<file path="src/rtl/vga_irf_pkg.sv">
// Shared types and constants for the VGA indexed register file.
// Port offsets, access codes, palette sizing and the request/result structs.
// No dependencies.
`timescale 1ns / 1ps
`default_nettype none

package vga_irf_pkg;

   localparam int PALETTE_COLOURS = 256;
   localparam int PAL_DEPTH       = PALETTE_COLOURS * 3;
   localparam int PAL_AW          = $clog2(PAL_DEPTH);

   localparam int PORT_W = 10;
   localparam int DATA_W = 8;
   localparam int PTR_W  = 10;

   localparam logic OP_READ  = 1'b0;
   localparam logic OP_WRITE = 1'b1;

   localparam logic [PORT_W-1:0] PORT_ATTR      = 10'h3c0;
   localparam logic [PORT_W-1:0] PORT_MISC      = 10'h3c2;
   localparam logic [PORT_W-1:0] PORT_SUBSYS    = 10'h3c3;
   localparam logic [PORT_W-1:0] PORT_SEQ_IDX   = 10'h3c4;
   localparam logic [PORT_W-1:0] PORT_SEQ_DATA  = 10'h3c5;
   localparam logic [PORT_W-1:0] PORT_DAC_MASK  = 10'h3c6;
   localparam logic [PORT_W-1:0] PORT_DAC_RIDX  = 10'h3c7;
   localparam logic [PORT_W-1:0] PORT_DAC_WIDX  = 10'h3c8;
   localparam logic [PORT_W-1:0] PORT_DAC_DATA  = 10'h3c9;
   localparam logic [PORT_W-1:0] PORT_FEATURE   = 10'h3ca;
   localparam logic [PORT_W-1:0] PORT_GFX_IDX   = 10'h3ce;
   localparam logic [PORT_W-1:0] PORT_GFX_DATA  = 10'h3cf;
   localparam logic [PORT_W-1:0] PORT_STATUS    = 10'h3da;

   localparam logic [DATA_W-1:0] DAC_MASK_ON    = 8'hFF;
   localparam logic [DATA_W-1:0] BUS_ERR_DATA   = 8'hFF;
   localparam logic [DATA_W-1:0] SUBSYS_ON      = 8'h01;
   localparam logic [DATA_W-1:0] UNHANDLED_DATA = 8'h01;
   localparam logic [DATA_W-1:0] SUBSYS_RESET   = 8'h01;
   localparam logic [2:0]        SEQ_MEM_MODE   = 3'd4;
   localparam logic [2:0]        SEQ_VGA_MODE   = 3'd7;

   typedef struct packed {
      logic              op;
      logic [PORT_W-1:0] port_offset;
      logic [DATA_W-1:0] write_data;
   } req_type;

   typedef struct packed {
      logic [DATA_W-1:0] read_data;
      logic              bus_error;
      logic              mode_change;
      logic              subsystem_enabled;
      logic              vga_mode_bit;
   } rsp_type;

   typedef struct packed {
      logic              en;
      logic [PAL_AW-1:0] addr;
      logic [DATA_W-1:0] data;
   } pal_wr_type;

endpackage

`default_nettype wire

</file>
<file path="src/rtl/vga_irf_regs.sv">
// Register banks and port decode: graphics, sequencer, attribute and DAC
// state, plus the result of one access. Depends on vga_irf_pkg.
`timescale 1ns / 1ps
`default_nettype none

module vga_irf_regs (
   input  wire                                clock,
   input  wire                                reset,
   input  wire                                advance,
   input  wire vga_irf_pkg::req_type          req,
   input  wire                                host_allowed,
   input  wire  [vga_irf_pkg::DATA_W-1:0]     pal_rdata,
   output vga_irf_pkg::rsp_type               rsp,
   output vga_irf_pkg::pal_wr_type            pal_wr,
   output logic [vga_irf_pkg::PAL_AW-1:0]     pal_raddr
);

   localparam logic [vga_irf_pkg::PTR_W-1:0] PAL_LIMIT =
      vga_irf_pkg::PTR_W'(vga_irf_pkg::PAL_DEPTH);

   logic [3:0]                      gfx_index_ff, gfx_index_in;
   logic [vga_irf_pkg::DATA_W-1:0]  gfx_regs_ff [16];
   logic [2:0]                      seq_index_ff, seq_index_in;
   logic                            attr_phase_ff, attr_phase_in;
   logic [4:0]                      attr_index_ff, attr_index_in;
   logic [vga_irf_pkg::DATA_W-1:0]  subsys_ff, subsys_in;
   logic                            enable_ff, enable_in;
   logic                            vga_mode_ff, vga_mode_in;
   logic                            dac_we_ff, dac_we_in;
   logic [vga_irf_pkg::PTR_W-1:0]   dac_wp_ff, dac_wp_in;
   logic [vga_irf_pkg::PTR_W-1:0]   dac_rp_ff, dac_rp_in;
   logic                            gfx_wr;
   logic [vga_irf_pkg::PTR_W-1:0]   ptr_x3;
   logic [vga_irf_pkg::DATA_W-1:0]  v;
   logic                            is_wr;

   assign v      = req.write_data;
   assign is_wr  = (req.op == vga_irf_pkg::OP_WRITE);
   assign ptr_x3 = {1'b0, v, 1'b0} + {2'b00, v};

   always_comb begin
      gfx_index_in  = gfx_index_ff;
      seq_index_in  = seq_index_ff;
      attr_phase_in = attr_phase_ff;
      attr_index_in = attr_index_ff;
      subsys_in     = subsys_ff;
      enable_in     = enable_ff;
      vga_mode_in   = vga_mode_ff;
      dac_we_in     = dac_we_ff;
      dac_wp_in     = dac_wp_ff;
      dac_rp_in     = dac_rp_ff;
      gfx_wr        = 1'b0;
      pal_wr.en     = 1'b0;
      pal_wr.addr   = dac_wp_ff[vga_irf_pkg::PAL_AW-1:0];
      pal_wr.data   = v;
      rsp.read_data   = '0;
      rsp.bus_error   = 1'b0;
      rsp.mode_change = 1'b0;
      if (!is_wr) begin
         rsp.read_data = vga_irf_pkg::UNHANDLED_DATA;
         case (req.port_offset)
            vga_irf_pkg::PORT_ATTR:     rsp.read_data = {3'b000, attr_index_ff};
            vga_irf_pkg::PORT_MISC,
            vga_irf_pkg::PORT_FEATURE:  rsp.read_data = '0;
            vga_irf_pkg::PORT_SUBSYS: begin
               if (!enable_ff && !host_allowed) begin
                  rsp.read_data = vga_irf_pkg::BUS_ERR_DATA;
                  rsp.bus_error = 1'b1;
               end else begin
                  rsp.read_data = subsys_ff;
               end
            end
            vga_irf_pkg::PORT_DAC_DATA:
               rsp.read_data = (dac_rp_ff < PAL_LIMIT) ? pal_rdata : '0;
            vga_irf_pkg::PORT_GFX_IDX:  rsp.read_data = {4'h0, gfx_index_ff};
            vga_irf_pkg::PORT_GFX_DATA: rsp.read_data = gfx_regs_ff[gfx_index_ff];
            vga_irf_pkg::PORT_STATUS: begin
               rsp.read_data = {7'd0, enable_ff};
               attr_phase_in = 1'b0;
            end
            default: ;
         endcase
      end else begin
         case (req.port_offset)
            vga_irf_pkg::PORT_GFX_IDX:  gfx_index_in = v[3:0];
            vga_irf_pkg::PORT_GFX_DATA: gfx_wr = 1'b1;
            vga_irf_pkg::PORT_SEQ_IDX:  seq_index_in = v[2:0];
            vga_irf_pkg::PORT_SEQ_DATA: begin
               rsp.mode_change = (seq_index_ff == vga_irf_pkg::SEQ_MEM_MODE);
               if (seq_index_ff == vga_irf_pkg::SEQ_VGA_MODE) begin
                  vga_mode_in = v[7];
               end
            end
            vga_irf_pkg::PORT_SUBSYS: begin
               enable_in = (v == vga_irf_pkg::SUBSYS_ON);
               subsys_in = v;
            end
            vga_irf_pkg::PORT_DAC_MASK: dac_we_in = (v == vga_irf_pkg::DAC_MASK_ON);
            vga_irf_pkg::PORT_DAC_RIDX: dac_rp_in = ptr_x3;
            vga_irf_pkg::PORT_DAC_WIDX: dac_wp_in = ptr_x3;
            vga_irf_pkg::PORT_DAC_DATA: begin
               if (dac_we_ff) begin
                  pal_wr.en = (dac_wp_ff < PAL_LIMIT);
                  dac_wp_in = dac_wp_ff + 1'b1;
               end
            end
            vga_irf_pkg::PORT_ATTR: begin
               if (!attr_phase_ff) begin
                  attr_index_in = v[4:0];
               end
               attr_phase_in = ~attr_phase_ff;
            end
            default: ;
         endcase
      end
      if (!advance) begin
         gfx_index_in  = gfx_index_ff;
         seq_index_in  = seq_index_ff;
         attr_phase_in = attr_phase_ff;
         attr_index_in = attr_index_ff;
         subsys_in     = subsys_ff;
         enable_in     = enable_ff;
         vga_mode_in   = vga_mode_ff;
         dac_we_in     = dac_we_ff;
         dac_wp_in     = dac_wp_ff;
         dac_rp_in     = dac_rp_ff;
         gfx_wr        = 1'b0;
         pal_wr.en     = 1'b0;
      end
      rsp.subsystem_enabled = enable_in;
      rsp.vga_mode_bit      = vga_mode_in;
      pal_raddr             = dac_rp_in[vga_irf_pkg::PAL_AW-1:0];
   end

   always_ff @(posedge clock) begin
      if (reset) begin
         gfx_index_ff  <= '0;
         seq_index_ff  <= '0;
         attr_phase_ff <= 1'b0;
         attr_index_ff <= '0;
         subsys_ff     <= vga_irf_pkg::SUBSYS_RESET;
         enable_ff     <= 1'b0;
         vga_mode_ff   <= 1'b1;
         dac_we_ff     <= 1'b0;
         dac_wp_ff     <= '0;
         dac_rp_ff     <= '0;
         for (int i = 0; i < 16; i++) begin
            gfx_regs_ff[i] <= '0;
         end
      end else begin
         gfx_index_ff  <= gfx_index_in;
         seq_index_ff  <= seq_index_in;
         attr_phase_ff <= attr_phase_in;
         attr_index_ff <= attr_index_in;
         subsys_ff     <= subsys_in;
         enable_ff     <= enable_in;
         vga_mode_ff   <= vga_mode_in;
         dac_we_ff     <= dac_we_in;
         dac_wp_ff     <= dac_wp_in;
         dac_rp_ff     <= dac_rp_in;
         if (gfx_wr) begin
            gfx_regs_ff[gfx_index_ff] <= v;
         end
      end
   end

endmodule

`default_nettype wire

</file>
<file path="config.mk">
export PLATFORM = sky130hd
export DESIGN_NAME = vga_irf_regs
export DESIGN_NICKNAME = d
export VERILOG_FILES = /design/src/rtl/vga_irf_pkg.sv /design/src/rtl/vga_irf_regs.sv
export SDC_FILE = /design/constraint.sdc
export NUM_CORES = 1
export LEC_CHECK = 0
export ABC_CLOCK_PERIOD_IN_PS = 6650
export BUFFER_PORTS_ARGS = -buffer_cell sky130_fd_sc_hd__clkbuf_2
export CORE_ASPECT_RATIO = 0.8
export CORE_MARGIN = 1
export CORE_UTILIZATION = 45
export CTS_CLUSTER_SIZE = 28
export DETAILED_ROUTE_END_ITERATION = 10
export GPL_ROUTABILITY_DRIVEN = 0
export PLACE_DENSITY_LB_ADDON = 0.3
export RECOVER_POWER = 50
export SKIP_CTS_REPAIR_TIMING = 1
export SLEW_MARGIN = 20
export SYNTH_ARGS = -nofsm -noshare
export SYNTH_HDL_FRONTEND = slang
export SYNTH_SLANG_ARGS = --single-unit
</file>
<file path="constraint.sdc">
create_clock -name clock -period 6.65 [get_ports clock]
set_input_delay 0.665 -clock clock [delete_from_list [all_inputs] [get_ports clock]]
set_output_delay 0.665 -clock clock [all_outputs]
set_load 0.01 [all_outputs]
</file>
==> summary.md <==
The flow ran to the end, but the final reports show violations. The final reports fail on max-capacitance violations, max-slew violations. The final net count was 847.

The total leakage power was 3.21 nW. Across the VDD grid, the largest voltage drop is 0.000173 V. The run gives 0.00980 sq mm as the total non-filler cell area in the finished layout. In the routed layout, each cell is associated on average with a via count of 6.05. Across the routed clock network, the largest skew measured is 0.0109 ns. The share of cells above drive strength 1 is 19.2%, and the post-synthesis sequential element count is 176. The number of max-slew violations in the final report came out at 134. The transition time at the pin with the least slew margin was 1.76 ns.

The via count was 6482; the part of the cycle the worst path needs was 64.8%. For the later-pin clock latency in the skew report, the log shows 0.44 ns. Type of the setup path with the least slack: in2out. For the area inside the core boundary, the log shows 0.0191 sq mm. The relative slew slack is -17.4%, and the total global-route track usage is 24.5%. Counting every net in the synthesized netlist gives 821.

For this block, the initial DRC count from the detailed router was 642. The repair_antennas step left the layout with diodes totalling 0. Registers are responsible for 51.6% of the overall power. Counting flops with an async set or reset pin after synthesis yields a share of 0%. The tools report the power consumption as 2.34 mW. The run gives 15.3 mm as the post-detailed-placement half-perimeter wirelength. A synthesized cell averages 11.4 sq um.

72 I/O pins were placed. For the fraction of the core area covered by cells at the end of the flow, the log shows 51.3%. The tools report the part of the total power dissipated in combinational logic as 6.0%. The cell sitting at the root of the clock tree is a clkbuf_16. At the worst endpoint, the arrival time is 3.64 ns. The clock tree synthesis step divided the H-tree into 4 levels. TritonCTS built the clock tree.

In this run switching power makes up 22.4% of total power. In the final routed layout, each cell accounts on average for 22.0 um. The critical-path maximum fanout came out at 22.

The warning count from the yosys run is 0, and the floorplan die height is 127 um. Subtracting the final worst setup slack from the clock period gives 4.31 ns. The initial antenna violation count is 1.

Sequential cells were found to cover 54.5% of the synthesized design area. The signed area change from the synthesized netlist to the final layout works out to 11.2%. For this configuration, the core starts out at a cell density of 46.2%.

The number of global-route vias before repair was 5973; the highest clock rate was 232 MHz. For this run, design rule violations remaining after detail routing come to 0. Setup repair after global routing left no endpoint under its margin.

Entering global routing, the biggest net connects 64 pins. After layout, the worst setup slack is 2.34 ns. Synthesis handed over a netlist of 775 instances. The logs give 2.78 ns for the pre-CTS worst setup slack and 176 for the clock net sink count. Kind of start point of the critical path: a primary input.

Counting distinct cell types in the post-synthesis netlist gives 64. After clock tree synthesis, the clock-pin slew on the worst setup and hold paths is 0.07 ns. The die width is 158 um, and the number of core rows is 45.

TritonCTS created 17 clock buffers. The post-detailed-placement cell area is 0.00927 sq mm. The count of nets left with antenna violations once routing finished came out at 0.

The tightest min-delay check is of the reg2reg type. Adding up every negative setup slack in the final design gives 0 ns. The maximum number of buffers from clock root to sink was 2; the number of port buffers was 71. Data on the critical path is required at its endpoint by 5.98 ns.

The analysis attributes to net switching a power of 0.524 mW. The clock network fraction of total power was 42.4%. The tools report the final number of hold-violating endpoints as 0. STA classifies the critical path endpoint as a primary output. For the final wirelength, the log shows 23.6 mm. Counting flops with a built-in enable in the synthesized netlist gives 128. The first global-routing pass estimated 35.8 mm of wire. Power spread over the standard cell area amounts to 239 mW/mm^2. Setup violations remaining at the end of the flow were counted as 0. The most used flip-flop cell after synthesis is edfxtp_1. The synthesized cell area is 0.00881 sq mm, and the aggregate global routing overflow is 0. For the internal power contribution, the log shows 1.82 mW. For this run, the detailed router's first-pass iteration total came to 5. The logs give 0.0201 sq mm for the die area and 4 for the reported max-cap violation count.
## metal layers
| metal | wire [um] | GRT usage, % |
|---|---|---|
| met3 | 2010 | 5.97 |
| met5 | 0 | 0 |
| met2 | 9980 | 33.0 |
| met1 | 11400 | 38.5 |
| met4 | 251 | 7.01 |
## layout make-up
type | count | area [sq um]
Clock buffer | 23 | 543
Clock inverter | 9 | 48.8
Fill cell | 1683 | 9290
Inverter | 11 | 41.3
Multi-Input combinational cell | 509 | 3610
Sequential cell | 176 | 4810
Tap cell | 258 | 323
Timing Repair Buffer | 86 | 425
## logic make-up after synthesis
group,after synthesis,synth area share [%]
AOI/OAI and AO/OA,104,7.31
buffers and inverters,90,4.40
xor gates and xnor gates,4,0.398
adders and majority gates,15,2.22
muxes,49,11.2
and+or+nand+nor,337,20.0
DFF,176,54.5
## cells in the final DEF (no fill, tap or decap), drive strengths merged, types with 3 or more instances in the layout
| cell | count |
|---|---|
| edfxtp | 128 |
| nor3 | 100 |
| clkbuf | 98 |
| nor2 | 61 |
| nand2 | 53 |
| dfxtp | 48 |
| mux4 | 39 |
| a21oi | 32 |
| nor4 | 31 |
| o21ai | 27 |
| or2 | 18 |
| and2 | 15 |
| ha | 14 |
| buf | 11 |
| clkinv | 11 |
| nand3 | 10 |
| nor2b | 10 |
| inv | 9 |
| a31oi | 8 |
| nand2b | 7 |
| mux2i | 6 |
| or3 | 5 |
| nand4 | 5 |
| a22oi | 5 |
| nand3b | 4 |
| mux2 | 4 |
| a21o | 4 |
| or4 | 4 |
| a211oi | 4 |
| xnor2 | 3 |
| nor3b | 3 |
## registers in the layout, summed over array words and instances, names as in the netlist, named ones only
register,cells
gfx_regs_ff,128
subsys_ff,8
vga_mode_ff,1
dac_rp_ff,10
dac_we_ff,1
dac_wp_ff,10
attr_index_ff,5
gfx_index_ff,4
seq_index_ff,3
attr_phase_ff,1
enable_ff,1
## final timing paths
kind                                  from                          endpoint  slack [ns]  depth (start not counted)
max                                 req[0]                      pal_raddr[7]        2.34                         11
min          attr_index_ff[1]$_SDFFE_PP0P_     attr_index_ff[1]$_SDFFE_PP0P_        0.47                          2
max reg2reg   gfx_index_ff[1]$_SDFFE_PP0P_  gfx_regs_ff[15][1]$_SDFFCE_PN0P_        3.68                          3
min reg2reg  attr_index_ff[1]$_SDFFE_PP0P_     attr_index_ff[1]$_SDFFE_PP0P_        0.47                          2
## power groups by stage
stage	registers, mW	clock network (mW)	logic [mW]
floorplan	1.23	0	0.0878
global placement	1.23	0	0.138
detailed placement	1.23	0	0.140
CTS	1.21	0.999	0.140
global route	1.21	1.03	0.150
finish	1.21	0.994	0.140
## critical path, cell delays in order
cell,delay (ns)
clkbuf_1,1.04
ha_1,0.37
inv_1,0.08
fa_1,0.39
nor2b_1,0.17
o31a_1,0.19
o21a_1,0.12
nor2_1,0.04
xnor2_1,0.24
mux2_2,0.20
clkbuf_2,0.12
## through the flow
stage / hold slack, ns / std cells
5_1_grt: 0.483 / 1072
3_5_place_dp: 0.454 / 1040
2_1_floorplan: 0.436 / 775
4_1_cts: 0.464 / 1072
3_3_place_gp: 0.445 / 1040
6_report: 0.465 / 1072
## synthesized netlist by cell type, types with 14 or more instances
library cell | n | area (sq um)
mux4_2 | 39 | 878
nor4_1 | 31 | 194
edfxtp_1 | 128 | 3840
clkbuf_1 | 61 | 229
o21ai_0 | 27 | 135
nand2_1 | 53 | 199
or2_2 | 17 | 106
dfxtp_1 | 48 | 961
ha_1 | 14 | 175
and2_1 | 15 | 93.8
a21oi_1 | 32 | 160
nor2_1 | 61 | 229
nor3_1 | 99 | 495
Power figures use the tool's default switching activity.
